`src/hdl/hrlt_pkg.sv`:
```
`timescale 1ns / 1ps
// ----------------------------------------------------------------------------
// hrlt_pkg
// Types and constants shared by the request line tokenizer modules.
// ----------------------------------------------------------------------------
package hrlt_pkg;

  localparam int NUM_METHODS     = 6;
  localparam int METHOD_CHARS_W  = 8;
  localparam logic [3:0] METHOD_NAME_MAX = 4'd8;

  localparam logic [7:0] CH_SPACE = 8'h20;
  localparam logic [7:0] CH_QUEST = 8'h3F;
  localparam logic [7:0] CH_EQUAL = 8'h3D;
  localparam logic [7:0] CH_AMP   = 8'h26;

  // field kinds
  localparam logic [2:0] KIND_METHOD  = 3'd0;
  localparam logic [2:0] KIND_PATH    = 3'd1;
  localparam logic [2:0] KIND_KEY     = 3'd2;
  localparam logic [2:0] KIND_VALUE   = 3'd3;
  localparam logic [2:0] KIND_VERSION = 3'd4;
  localparam logic [2:0] KIND_DELIM   = 3'd5;

  // method codes
  localparam logic [2:0] METHOD_GET      = 3'd0;
  localparam logic [2:0] METHOD_OPTIONS  = 3'd1;
  localparam logic [2:0] METHOD_POST     = 3'd2;
  localparam logic [2:0] METHOD_PUT      = 3'd3;
  localparam logic [2:0] METHOD_DELETE   = 3'd4;
  localparam logic [2:0] METHOD_DOWNLOAD = 3'd5;
  localparam logic [2:0] METHOD_INVALID  = 3'd6;

  localparam logic [3:0] METHOD_LEN [NUM_METHODS] = '{
    4'd3, 4'd7, 4'd4, 4'd3, 4'd6, 4'd8
  };

  localparam logic [7:0] METHOD_CHARS [NUM_METHODS][METHOD_CHARS_W] = '{
    '{"G", "E", "T", 8'h00, 8'h00, 8'h00, 8'h00, 8'h00},
    '{"O", "P", "T", "I", "O", "N", "S", 8'h00},
    '{"P", "O", "S", "T", 8'h00, 8'h00, 8'h00, 8'h00},
    '{"P", "U", "T", 8'h00, 8'h00, 8'h00, 8'h00, 8'h00},
    '{"D", "E", "L", "E", "T", "E", 8'h00, 8'h00},
    '{"D", "O", "W", "N", "L", "O", "A", "D"}
  };

  typedef enum logic [2:0] {
    PH_METHOD  = 3'd0,
    PH_PATH    = 3'd1,
    PH_KEY     = 3'd2,
    PH_VALUE   = 3'd3,
    PH_VERSION = 3'd4
  } phase_t;

  typedef struct packed {
    logic [7:0] data_byte;
    logic       line_last;
  } in_item_t;

  typedef struct packed {
    logic [7:0] out_byte;
    logic [2:0] field_kind;
    logic       pair_done;
    logic       key_dropped;
    logic       line_done;
    logic       format_status;
    logic [2:0] method_code;
    logic [7:0] pair_total;
  } out_item_t;

  typedef struct packed {
    logic step;
    logic clear;
  } meth_ctl_t;

endpackage

```
`src/hdl/hrlt_method.sv`:
```
`timescale 1ns / 1ps
// ----------------------------------------------------------------------------
// hrlt_method
// Method name matcher: prefix flags per known name plus a byte count.
// ----------------------------------------------------------------------------
module hrlt_method
  import hrlt_pkg::*;
(
  input  logic       clk,
  input  logic       rst_n,
  input  meth_ctl_t  ctl,
  input  logic [7:0] data_byte,
  output logic [2:0] method_code
);

  logic [NUM_METHODS-1:0] flags_r, flags_nxt;
  logic [3:0]             len_r, len_nxt;

  always_comb begin
    flags_nxt = flags_r;
    len_nxt   = len_r;
    if (ctl.step) begin
      for (int i = 0; i < NUM_METHODS; i++) begin
        if (flags_r[i] && ((len_r >= METHOD_LEN[i]) ||
                           (METHOD_CHARS[i][len_r[2:0]] != data_byte))) begin
          flags_nxt[i] = 1'b0;
        end
      end
      if (len_r < METHOD_NAME_MAX) begin
        len_nxt = len_r + 4'd1;
      end
    end
  end

  // lowest matching index wins
  always_comb begin
    method_code = METHOD_INVALID;
    for (int i = NUM_METHODS - 1; i >= 0; i--) begin
      if (flags_nxt[i] && (len_nxt == METHOD_LEN[i])) begin
        method_code = 3'(i);
      end
    end
  end

  always_ff @(posedge clk) begin
    if (!rst_n || ctl.clear) begin
      flags_r <= '1;
      len_r   <= '0;
    end else if (ctl.step) begin
      flags_r <= flags_nxt;
      len_r   <= len_nxt;
    end
  end

endmodule

```
`src/hdl/hrlt_core.sv`:
```
`timescale 1ns / 1ps
// ----------------------------------------------------------------------------
// hrlt_core
// Per-byte phase tracking, field tagging, pair counting and line status.
// ----------------------------------------------------------------------------
module hrlt_core
  import hrlt_pkg::*;
#(
  parameter int MAX_PAIRS = 255
)
(
  input  logic      clk,
  input  logic      rst_n,
  input  logic      advance,
  input  in_item_t  item,
  output out_item_t result
);

  localparam logic [7:0] PAIR_LIMIT = 8'((MAX_PAIRS > 255) ? 255 : MAX_PAIRS);

  phase_t     phase_r, phase_nxt;
  logic [7:0] pair_count_r, pair_count_nxt;
  logic       key_nonempty_r, key_nonempty_nxt;
  logic       version_nonempty_r, version_nonempty_nxt;
  logic [2:0] kind;
  logic       pair_done;
  logic       meth_step;
  logic       bad;
  logic [7:0] b;
  meth_ctl_t  meth_ctl;
  logic [2:0] method_code;

  assign b = item.data_byte;

  always_comb begin
    phase_nxt            = phase_r;
    key_nonempty_nxt     = key_nonempty_r;
    version_nonempty_nxt = version_nonempty_r;
    kind                 = KIND_DELIM;
    pair_done            = 1'b0;
    meth_step            = 1'b0;
    unique case (phase_r)
      PH_METHOD: begin
        if (b == CH_SPACE) begin
          phase_nxt = PH_PATH;
        end else begin
          kind      = KIND_METHOD;
          meth_step = 1'b1;
        end
      end
      PH_PATH: begin
        if (b == CH_SPACE) begin
          phase_nxt = PH_VERSION;
        end else if (b == CH_QUEST) begin
          phase_nxt = PH_KEY;
        end else begin
          kind = KIND_PATH;
        end
      end
      PH_KEY: begin
        if (b == CH_EQUAL) begin
          phase_nxt        = PH_VALUE;
          key_nonempty_nxt = 1'b0;
        end else if (b == CH_SPACE) begin
          phase_nxt = PH_VERSION;
        end else begin
          kind             = KIND_KEY;
          key_nonempty_nxt = 1'b1;
        end
      end
      PH_VALUE: begin
        if (b == CH_AMP) begin
          pair_done        = 1'b1;
          phase_nxt        = PH_KEY;
          key_nonempty_nxt = 1'b0;
        end else if (b == CH_SPACE) begin
          pair_done = 1'b1;
          phase_nxt = PH_VERSION;
        end else begin
          kind      = KIND_VALUE;
          pair_done = item.line_last;
        end
      end
      default: begin
        kind                 = KIND_VERSION;
        version_nonempty_nxt = 1'b1;
      end
    endcase
  end

  always_comb begin
    pair_count_nxt = pair_count_r;
    if (pair_done && (pair_count_r < PAIR_LIMIT)) begin
      pair_count_nxt = pair_count_r + 8'd1;
    end
  end

  assign bad = (phase_nxt != PH_VERSION) || !version_nonempty_nxt;

  assign meth_ctl.step  = advance && meth_step;
  assign meth_ctl.clear = advance && item.line_last;

  hrlt_method u_method (
    .clk         (clk),
    .rst_n       (rst_n),
    .ctl         (meth_ctl),
    .data_byte   (b),
    .method_code (method_code)
  );

  always_comb begin
    result.out_byte      = b;
    result.field_kind    = kind;
    result.pair_done     = pair_done;
    result.key_dropped   = item.line_last && key_nonempty_nxt;
    result.line_done     = item.line_last;
    result.format_status = item.line_last && bad;
    result.method_code   = method_code;
    result.pair_total    = pair_count_nxt;
  end

  // line end returns everything to the start-of-line state
  always_ff @(posedge clk) begin
    if (!rst_n || (advance && item.line_last)) begin
      phase_r            <= PH_METHOD;
      pair_count_r       <= '0;
      key_nonempty_r     <= 1'b0;
      version_nonempty_r <= 1'b0;
    end else if (advance) begin
      phase_r            <= phase_nxt;
      pair_count_r       <= pair_count_nxt;
      key_nonempty_r     <= key_nonempty_nxt;
      version_nonempty_r <= version_nonempty_nxt;
    end
  end

endmodule

```
`src/hdl/http_request_line_tokenizer.sv`:
```
`timescale 1ns / 1ps
// ----------------------------------------------------------------------------
// http_request_line_tokenizer
// Tags each byte of a request line and reports method, pairs and status.
// ----------------------------------------------------------------------------
// One byte is taken per cycle and every byte gives exactly one result. A byte
// is held in an input register, classified by a single level of logic against
// the running line state, and the result moves into an output register when
// the output side can take it; the sustained rate is one byte per clock as
// long as the output side takes results. The per-line state (phase, method
// prefix flags, pair count) advances as each byte moves into the output
// register and returns to its start values after the byte marked last.
module http_request_line_tokenizer
  import hrlt_pkg::*;
#(
  parameter int MAX_PAIRS = 255
)
(
  input  logic      clk,
  input  logic      rst_n,
  input  logic      in_valid,
  output logic      in_ready,
  input  in_item_t  in_data,
  output logic      out_valid,
  input  logic      out_ready,
  output out_item_t out_data
);

  localparam logic [7:0] PAIR_LIMIT = 8'((MAX_PAIRS > 255) ? 255 : MAX_PAIRS);

  logic      item_valid_r;
  in_item_t  item_r;
  logic      out_valid_r;
  out_item_t out_r;
  out_item_t result;
  logic      advance;

  assign advance  = item_valid_r && (!out_valid_r || out_ready);
  assign in_ready = !item_valid_r || advance;

  always_ff @(posedge clk) begin
    if (!rst_n) begin
      item_valid_r <= 1'b0;
    end else if (in_valid && in_ready) begin
      item_valid_r <= 1'b1;
    end else if (advance) begin
      item_valid_r <= 1'b0;
    end
  end

  always_ff @(posedge clk) begin
    if (in_valid && in_ready) begin
      item_r <= in_data;
    end
  end

  hrlt_core #(
    .MAX_PAIRS (MAX_PAIRS)
  ) u_core (
    .clk     (clk),
    .rst_n   (rst_n),
    .advance (advance),
    .item    (item_r),
    .result  (result)
  );

  always_ff @(posedge clk) begin
    if (!rst_n) begin
      out_valid_r <= 1'b0;
    end else if (advance) begin
      out_valid_r <= 1'b1;
    end else if (out_ready) begin
      out_valid_r <= 1'b0;
    end
  end

  always_ff @(posedge clk) begin
    if (advance) begin
      out_r <= result;
    end
  end

  assign out_valid = out_valid_r;
  assign out_data  = out_r;

  // a byte leaving the input register always shows up as a result
  a_advance_shows: assert property (@(posedge clk) disable iff (!rst_n)
    advance |=> out_valid)
    else $error("advanced item did not reach the output register");

  // a good line can only end inside the version field
  a_ok_in_version: assert property (@(posedge clk) disable iff (!rst_n)
    out_valid && out_data.line_done && !out_data.format_status |->
      out_data.field_kind == KIND_VERSION)
    else $error("good status on a byte outside the version");

  a_drop_at_end: assert property (@(posedge clk) disable iff (!rst_n)
    out_valid && (out_data.key_dropped || out_data.format_status) |->
      out_data.line_done)
    else $error("line status flag set before line end");

  a_pair_limit: assert property (@(posedge clk) disable iff (!rst_n)
    out_valid |-> out_data.pair_total <= PAIR_LIMIT)
    else $error("pair count beyond its limit");

endmodule

```
`config.mk`:
```
export PLATFORM = sky130hd
export DESIGN_NAME = http_request_line_tokenizer
export DESIGN_NICKNAME = d
export VERILOG_FILES = /design/src/hdl/hrlt_pkg.sv /design/src/hdl/hrlt_method.sv /design/src/hdl/hrlt_core.sv /design/src/hdl/http_request_line_tokenizer.sv
export SDC_FILE = /design/constraint.sdc
export NUM_CORES = 1
export LEC_CHECK = 0
export ABC_AREA = 1
export BUFFER_PORTS_ARGS = -buffer_cell sky130_fd_sc_hd__buf_2
export CORE_ASPECT_RATIO = 2
export CORE_MARGIN = 5
export CORE_UTILIZATION = 30
export CTS_CLUSTER_DIAMETER = 60
export DETAILED_ROUTE_END_ITERATION = 7
export PLACE_DENSITY_LB_ADDON = 0.12
export SLEW_MARGIN = 20
export SYNTH_ARGS = -nofsm -noshare
export SYNTH_HDL_FRONTEND = slang
export SYNTH_SLANG_ARGS = --single-unit
```
`constraint.sdc`:
```
create_clock -name clk -period 3.11 [get_ports clk]
set_clock_uncertainty 0.2 [all_clocks]
set_input_delay 0.4665 -clock clk [delete_from_list [all_inputs] [get_ports clk]]
set_output_delay 0.4665 -clock clk [all_outputs]
set_load 0.03 [all_outputs]
```
==> qor.yml, run 1 <==
die:
  fp.dieArea_mm2: 0.0140
  core_mm2: 0.0114
  die_w_um: 86.1
  initial_core_util_pct: 30.6
  core.rowCount: 55
  die_h_um: 162
  ioPinCount: 41
critical_path:
  critPathCaptureType: "register"
  ff2ff_path_depth: 12
  crit_required_ns: 3.00
  crit_path_max_fanout: 9
  cpMaxStageDelayCell: "dfxtp_1"
  worstSetupPathType: "reg2reg"
  crit_chain: "inv_1 -> ha_1 -> nand2_1 -> o21ai_0 -> nand2_1 -> nand2_1 -> nor2_1 -> nand2_1 -> nand2_1 -> nand2_1 -> nand2_1 -> nor2_1"
  cp_top_family: "simple AND/OR/NAND/NOR gates"
  setup.worst_path.start: "u_core.u_method.len_r[0]"
  critPathBufInv: 1
  arrival_ns: 2.47
  r2r_slack_ns: 0.53
  timing.rr.end: "out_data[10]"
  r2r_start: "u_core.u_method.len_r[0]"
  cpPeakStageDelay_ns: 0.44
  start_kind: "register"
  crit_top_cell: "nand2_1"
sta:
  fin_crit_sh_pct: 83.1
  post-route-min-period_ns: 2.58
  fin_setup_tns_ns: 0
  rsz0062_at_grt: "no"
  max_freq_ghz: 0.387
  finalHoldViolCount: 0
  tightest_slew_ns: 0.569
  finalSetupViolCount: 0
  slew_violations: 0
  slew_headroom_pct: 61.8
layout:
  final_core_util_pct: 36.3
  drive_gt1_share_pct: 18.4
  register_area_mm2: 0.00155
  final_nets: 511
  syn2layout_area_growth_pct: 18.7
  multi_input_area_mm2: 0.00167
  n_antenna_cell: 0
  n_fill_cell: 1219
synthesis:
  avgSynthCellArea_um2: 7.89
  synth_cell_type_count: 37
  syn_nets: 462
  synth_edf_count: 35
  synth_seq_cells: 60
  yosys_warnings: 0
  ys_seq_area_share_pct: 44.7
  synthCells: 440
  async_flop_share_pct: 0
  synthFlopType: "edfxtp_1"
  syn_area_mm2: 0.00347
global_routing:
  grt_pass1_vias: 3071
  antenna_found_initial: 0
  grt_usage_pct: 14.9
  grt_max_degree: 21
  grt_pass1_wl_um: 15800
  gr-total-overflow: 0
drt:
  vias: 3036
  post_drt_wl_per_cell_um: 15.5
  detail-route-antenna-nets: 0
  wl_um: 9880
  drc_errors: 0
  drtIter0Drc: 93
  dr.pass1.iters: 4
  via_per_inst: 4.77
cts:
  clockBufferDepth: 2
  cts_tree: "yes"
  cts_resized: 0
  cts_num_sinks: 60
  cts_root_buf: "clkbuf_16"
  numCtsBuffers: 9
  clkTransAtPathRegs_ns: 0.05
  cts_hold_buffers: 0
  post_cts_buffers: 0
  clk-insertion-delay-late_ns: 0.33
  cts_max_level: 3
power:
  p_leak_nw: 1.92
  powerDensity_mw_per_mm2: 525
  ir_drop_mv: 0.274
  finalPower_mw: 2.16
hold_path:
  hold_depth: 1
  min_to: "item_r[8]"
  worst_hold_path_type: "in2reg"
  min_from: "in_data[8]"
status:
  status: "finished clean"
placement:
  io_buffer_count: 40
  hpwl_um: 7660
  place.gp.congestion: 0.907
run:
  maxCapViolCount: 0
==> worst reg2reg max path: cells and delay by family (launching register included) <==
| kind | cells | cell delay, ns |
|---|---|---|
| fa+ha+maj | 1 | 0.41 |
| compound gates | 1 | 0.14 |
| flops | 1 | 0.44 |
| buf+inv | 1 | 0.22 |
| simple gates | 9 | 0.94 |
==> area by class of cell <==
cell class	count	area share (%)
timing repair buffer	47	6.13
clock buffer	10	5.55
inverter	48	4.58
multi-input combinational	323	40.5
clock inverter	6	1.34
tap	142	4.31
sequential	60	37.6
==> report_power, final <==
group,internal (mW),leakage [nW],total (mW),switching (mW)
Clock,0.611,0.137,0.962,0.351
Combinational,0.0853,1.25,0.277,0.192
Sequential,0.888,0.534,0.925,0.0371
Total,1.58,1.92,2.16,0.580
==> cell usage in the layout, fill, tap and decap left out, types with 7 or more instances in the layout <==
master / count
buf_4: 7
nand3_1: 45
nand2_1: 118
ha_1: 9
xor2_1: 10
clkbuf_16: 9
o21ai_1: 8
a21oi_1: 19
buf_2: 40
nor2_1: 56
inv_1: 37
edfxtp_1: 35
o21ai_0: 13
nor3_1: 9
dfxtp_1: 25
==> worst max path at each step <==
stage	cells past startpoint	end	slack, ns
floorplan	6	u_core.key_nonempty_r	0.70
global route	13	out_data[10]	0.32
global placement	12	out_data[10]	0.56
CTS	12	out_data[10]	0.55
detailed placement	12	out_data[10]	0.58
finish	12	out_data[10]	0.53
==> logic make-up (layout without fill, tap and decap cells) <==
logic type	count (synthesis)	count (layout)	share of synthesized area (%)
adders and majority gates	9	9	3.24
and+or+nand+nor	255	255	33.9
xor gates and xnor gates	12	12	3.03
DFF	60	60	44.7
buffers and inverters	57	111	7.28
AOI/OAI and AO/OA	47	47	7.86
==> cell usage after synthesis, types with 2 or more instances <==
master    instances  area (um^2)
o21ai_1           8         40.0
inv_2             6         22.5
dfxtp_1          25          500
clkinv_1          2         7.51
nand3_1          45          225
xnor2_1           2         17.5
nand3b_1          3         22.5
o211ai_1          2         15.0
nand4_1           5         31.3
nand3_2           3         30.0
nor2_1           56          210
a21oi_1          19         95.1
xor2_1           10         87.6
buf_2             3         15.0
nor2_8            3         60.1
edfxtp_1         35         1050
nand2_1         118          443
inv_1            37          139
o21ai_0          13         65.1
nand2_4           5         56.3
nand2_2           6         37.5
nor3_1            9         45.0
ha_1              9          113
clkbuf_1          2         7.51
buf_4             2         15.0
==> metrics by stage <==
step                cell area, um^2  worst slack [ns]  hold WS, ns  instances
global placement               3840             0.563        0.236        620
finish                         4120             0.525        0.115        636
detailed placement             3840             0.576        0.237        620
global route                   4120             0.322        0.108        636
floorplan                      3470             0.696        0.226        440
CTS                            4120             0.547        0.103        636
==> flip-flops by register name (all words and copies together) (netlist names) <==
name	flops
u_core.u_method.len_r	4
item_r	9
u_core.key_nonempty_r	1
out_valid	1
u_core.pair_count_r	8
u_core.u_method.flags_r	6
out_data	26
u_core.phase_r	3
item_valid_r	1
u_core.version_nonempty_r	1
==> routing by layer <==
| layer | part of all wire (%) | up-vias | global-route usage [%] |
|---|---|---|---|
| li1 | - | 1536 | - |
| met1 | 34 | 1402 | 13.3 |
| met2 | 58 | 71 | 29.5 |
| met3 | 3.6 | 27 | 2.89 |
| met4 | 3.9 | 0 | 8.65 |
| met5 | 0 | - | 0 |
(Power assumes the default switching activity.)
==> inputs of run 2 (changes only) <==
==> constraint.sdc (replaced) <==
create_clock -name clk -period 2.35 [get_ports clk]
set_clock_uncertainty 0.2 [all_clocks]
set_input_delay 0.3525 -clock clk [delete_from_list [all_inputs] [get_ports clk]]
set_output_delay 0.3525 -clock clk [all_outputs]
set_load 0.03 [all_outputs]
==> qor.yml, run 2 (same netlist as run 1, synthesis figures left out) <==
global_routing:
  grt_max_degree: 23
  grt_pass1_vias: 3321
  antenna_found_initial: 0
  grt_pass1_wl_um: 16700
  grt_usage_pct: 16.0
  gr-total-overflow: 0
sta:
  finalHoldViolCount: 0
  worst_slack_ns: 0.156
  timing.hold.ws_ns: 0.0117
  finalSetupViolCount: 0
  slew_headroom_pct: 71.0
  tightest_slew_ns: 0.436
  fin_setup_tns_ns: 0
  slew_violations: 0
  fin_crit_sh_pct: 93.4
  rsz0062_at_grt: "no"
  post-route-min-period_ns: 2.19
  max_freq_ghz: 0.456
layout:
  final_area_mm2: 0.00443
  syn2layout_area_growth_pct: 27.6
  layout_commonest_cell: "nand2_1"
  largest_register_ffs: 26
  n_fill_cell: 1196
  final-instance-count-excl-fill: 664
  final_core_util_pct: 39.0
  top_register: "out_data"
  n_antenna_cell: 0
  final_nets: 539
  largestRegisters: "out_data x26, item_r x9, u_core.pair_count_r x8"
  drive_gt1_share_pct: 23.4
  final_cell_mix: "nand2_1 (117), nor2_1 (56), nand3_1 (45)"
drt:
  detail-route-antenna-nets: 0
  drc_errors: 0
  dr.pass1.iters: 5
  via_per_inst: 4.77
  vias: 3167
  wl_um: 10400
  post_drt_wl_per_cell_um: 15.7
  drtIter0Drc: 128
cts:
  cts_tree: "yes"
  cts_root_buf: "clkbuf_16"
  post_cts_buffers: 0
  clkTransAtPathRegs_ns: 0.05
  clockBufferDepth: 2
  clk-insertion-delay-late_ns: 0.33
  cts_max_level: 3
  numCtsBuffers: 9
  cts_num_sinks: 60
die:
  core_mm2: 0.0114
  fp.dieArea_mm2: 0.0140
  core.rowCount: 55
  initial_core_util_pct: 30.6
  die_h_um: 162
  ioPinCount: 41
  die_w_um: 86.1
placement:
  io_buffer_count: 40
  dpl_cell_area_mm2: 0.00399
  placedCellCount: 640
  pre_cts_ws_ns: 0.0227
  place.gp.congestion: 0.938
  hpwl_um: 8320
critical_path:
  crit_required_ns: 2.24
  worstSetupPathType: "reg2reg"
  crit_path_max_fanout: 5
  arrival_ns: 2.09
  start_kind: "register"
  critPathCaptureType: "register"
  ff2ff_path_depth: 11
status:
  status: "finished clean"
power:
  powerDensity_mw_per_mm2: 686
  p_leak_nw: 2.06
  ir_drop_mv: 0.418
  finalPower_mw: 3.04
hold_path:
  hold_depth: 1
  worst_hold_path_type: "in2reg"
run:
  maxCapViolCount: 0
run 2: changes by cell type in the layout (fill, tap and decap cells not counted), moves of 2 or more:
cell	change
buf_4	+20
dlygate4sd3_1	+8
dfxtp_1	-3
ha_4	+2
clkinv_1	-3
dfxtp_4	+2
ha_1	-3
run 2: final timing paths:
check,end,slack [ns],start
max,out_data[10],0.16,u_core.u_method.len_r[0]
min,item_r[3],0.01,in_data[3]
max reg2reg,out_data[10],0.16,u_core.u_method.len_r[0]
min reg2reg,out_data[12],0.26,item_r[0]
run 2: area by class of cell:
type | count | area, um^2 | area share, %
timing repair buffer | 75 | 483 | 10.9
clock buffer | 10 | 229 | 5.17
sequential | 60 | 1560 | 35.2
tap | 142 | 178 | 4.01
clock inverter | 6 | 88.8 | 2.00
inverter | 48 | 190 | 4.29
multi-input combinational | 323 | 1700 | 38.4
run 2: critical path, cell delays in order (launching register included):
cell and delay, ns:
dfxtp_4 0.37, ha_4 0.15, inv_1 0.04, ha_1 0.23, a21oi_1 0.14, o21ai_0 0.11, nor2_1 0.24, nand4_1 0.16
nand2_1 0.08, nand3_1 0.09, nand2_1 0.09, nor2_1 0.05
run 2: power breakdown:
group / leakage [nW] / switching, mW / internal (mW)
logic: 1.38 / 0.279 / 0.147
clock network: 0.149 / 0.477 / 0.927
registers: 0.536 / 0.0364 / 1.17
run 2: what timing repair did:
action                     in CTS  in global routing
hold endpoints to repair        8                  0
hold buffers                    8                  0
setup endpoints to repair       0                  3
gates resized for setup         0                 11
run 2: routing by layer:
layer	vias to the layer above	wire length, um	share of wire, %	global-route usage (%)
met1	1467	3330	32	13.4
met4	0	537	5.1	11.4
li1	1595	-	-	-
met2	78	6250	60	31.5
met5	-	0	0	0
met3	27	325	3.1	3.15
==> inputs of run 3 (changes only) <==
--- a/config.mk
+++ b/config.mk
@@ -5,7 +5,6 @@
 export SDC_FILE = /design/constraint.sdc
 export NUM_CORES = 1
 export LEC_CHECK = 0
-export ABC_AREA = 1
 export BUFFER_PORTS_ARGS = -buffer_cell sky130_fd_sc_hd__buf_2
 export CORE_ASPECT_RATIO = 2
 export CORE_MARGIN = 5
==> qor.yml, run 3 <==
sta:
  rsz0062_at_grt: "yes"
  slew_violations: 0
  finalHoldViolCount: 0
  worst_slack_ns: -0.0331
  max_freq_ghz: 0.420
  finalSetupViolCount: 3
  fin_crit_sh_pct: 101
  slew_headroom_pct: 65.1
  post-route-min-period_ns: 2.38
  tightest_slew_ns: 0.518
cts:
  numCtsBuffers: 9
  cts_num_sinks: 60
  clk-insertion-delay-late_ns: 0.32
  cts_max_level: 3
  cts_tree: "yes"
  cts_root_buf: "clkbuf_16"
  clkTransAtPathRegs_ns: 0.05
  clockBufferDepth: 2
placement:
  place.gp.congestion: 0.910
  hpwl_um: 8870
  io_buffer_count: 40
  dpl_cell_area_mm2: 0.00443
synthesis:
  synth.most_common_cell: "edfxtp_1"
  avgSynthCellArea_um2: 9.81
  async_flop_share_pct: 0
  synth_edf_count: 35
  synth_top_area_share_pct: 30.3
  ys_seq_area_share_pct: 44.7
  syn_area_mm2: 0.00347
  synth_cell_type_count: 63
  synth_seq_cells: 60
  synth_area_leaders: "edfxtp_1 (30%), dfxtp_1 (14%), xnor2_1 (4.5%)"
  synthCells: 354
  yosys_warnings: 0
  synthFlopType: "edfxtp_1"
  syn_nets: 376
  synth_common_cells: "edfxtp_1 (35), nor2_1 (30), dfxtp_1 (25)"
  yosysTopAreaCell: "edfxtp_1"
power:
  ir_drop_mv: 0.447
  p_leak_nw: 2.08
  finalPower_mw: 2.86
  powerDensity_mw_per_mm2: 549
global_routing:
  antenna_found_initial: 0
  gr-total-overflow: 0
  grt_usage_pct: 16.8
  grt_pass1_vias: 3344
  grt_pass1_wl_um: 17600
  grt_max_degree: 32
layout:
  top_register: "out_data"
  largestRegisters: "out_data x26, item_r x9, u_core.pair_count_r x8"
  syn2layout_area_growth_pct: 49.9
  layout_commonest_cell: "buf_4"
  final_area_mm2: 0.00521
  drive_gt1_share_pct: 43.5
  final_nets: 513
  largest_register_ffs: 26
  n_antenna_cell: 0
  final_cell_mix: "buf_4 (94), buf_2 (40), edfxtp_1 (35)"
critical_path:
  worstSetupPathType: "reg2reg"
  crit_required_ns: 2.22
  critPathCaptureType: "register"
  crit_path_max_fanout: 4
  arrival_ns: 2.25
  start_kind: "register"
status:
  status: "finished, violations left"
  violations: "setup timing"
die:
  initial_core_util_pct: 30.6
  ioPinCount: 41
  core.rowCount: 55
  die_w_um: 86.1
  fp.dieArea_mm2: 0.0140
  core_mm2: 0.0114
  die_h_um: 162
drt:
  dr.pass1.iters: 5
  drtIter0Drc: 128
  vias: 3200
  detail-route-antenna-nets: 0
  drc_errors: 0
  wl_um: 11300
  via_per_inst: 5.02
  post_drt_wl_per_cell_um: 17.7
hold_path:
  worst_hold_path_type: "in2reg"
run:
  maxCapViolCount: 0
-- run 3: cell types whose count changed in the layout (fill, tap and decap cells not counted), moves of 5 or more --
cell | previous run | this run
a21oi_1 | 19 | 12
and2_1 | 0 | 5
buf_4 | 27 | 94
buf_6 | 0 | 9
inv_1 | 37 | 10
nand2_1 | 117 | 22
nand2_2 | 7 | 1
nand2_4 | 5 | 0
nand2b_1 | 0 | 13
nand3_1 | 45 | 11
nor2_1 | 56 | 29
nor4_4 | 0 | 5
or3_1 | 0 | 5
xnor2_1 | 2 | 17
-- run 3: final cells by class --
class	count	area (um^2)
clock inverter	7	43.8
sequential	60	1560
timing repair buffer	150	1100
tap	142	178
fill	1116	6150
inverter	14	57.6
multi-input combinational	256	2050
clock buffer	9	225
-- run 3: kinds of logic (layout without fill, tap and decap cells) --
logic type      Yosys count  count (layout)  synth area share, %
xor+xnor                 33              33                 8.32
compound gates           67              67                 13.3
fa+ha+maj                 9               9                 3.24
mux                       5               5                 1.48
buf+inv                  38             180                 5.04
flops                    60              60                 44.7
simple gates            142             142                 23.9
-- run 3: final timing paths --
path | from | endpoint | slack, ns | depth (start not counted)
max | item_r[5] | out_data[10] | -0.03 | 8
min | in_data[0] | item_r[0] | 0.01 | 1
max reg2reg | item_r[5] | out_data[10] | -0.03 | 8
min reg2reg | u_core.version_nonempty_r | u_core.version_nonempty_r | 0.28 | 2
-- run 3: per-layer routing --
layer / vias up / global-route usage [%] / share of wire [%]
met2: 59 / 34.9 / 62
met4: 0 / 7.85 / 3.3
met5: - / 0 / 0
met1: 1548 / 14.5 / 33
met3: 29 / 3.05 / 1.9
li1: 1564 / - / -
-- run 3: critical path, stage by stage (launching register included) --
cell,delay [ns]
edfxtp_1,0.45
buf_6,0.15
inv_2,0.06
buf_12,0.12
or3_1,0.41
a31oi_4,0.17
nand4_1,0.18
a211oi_2,0.30
nor4_1,0.08
-- run 3: report_power, final --
group | internal, mW | switching [mW] | leakage, nW | total (mW)
Sequential | 1.16 | 0.0279 | 0.532 | 1.19
Combinational | 0.215 | 0.267 | 1.43 | 0.482
Clock | 0.704 | 0.485 | 0.121 | 1.19
-- run 3: repair_timing --
| item | 4_1_cts | 5_1_grt |
|---|---|---|
| buffers inserted | 11 | 6 |
| resized for setup | 39 | 25 |
| endpoints found under the setup margin | 8 | 12 |
| hold endpoints to repair | 5 | 0 |
| pin swaps | 14 | 25 |
| hold buffers | 5 | 0 |
-- run 3: metrics by stage --
step	setup WS, ns	std cells	TNS, ns	util (%)	hold slack [ns]
final	-0.0331	638	-0.0844	45.9	0.0109
after global routing	-0.146	638	-0.600	45.9	0.00212
after CTS	-0.0957	632	-0.274	44.4	0.000360
after detailed placement	-0.389	601	-1.17	39.1	0.274
after global placement	-0.383	601	-1.20	39.1	0.255
after floorplan	0.00732	354	0	-	0.221
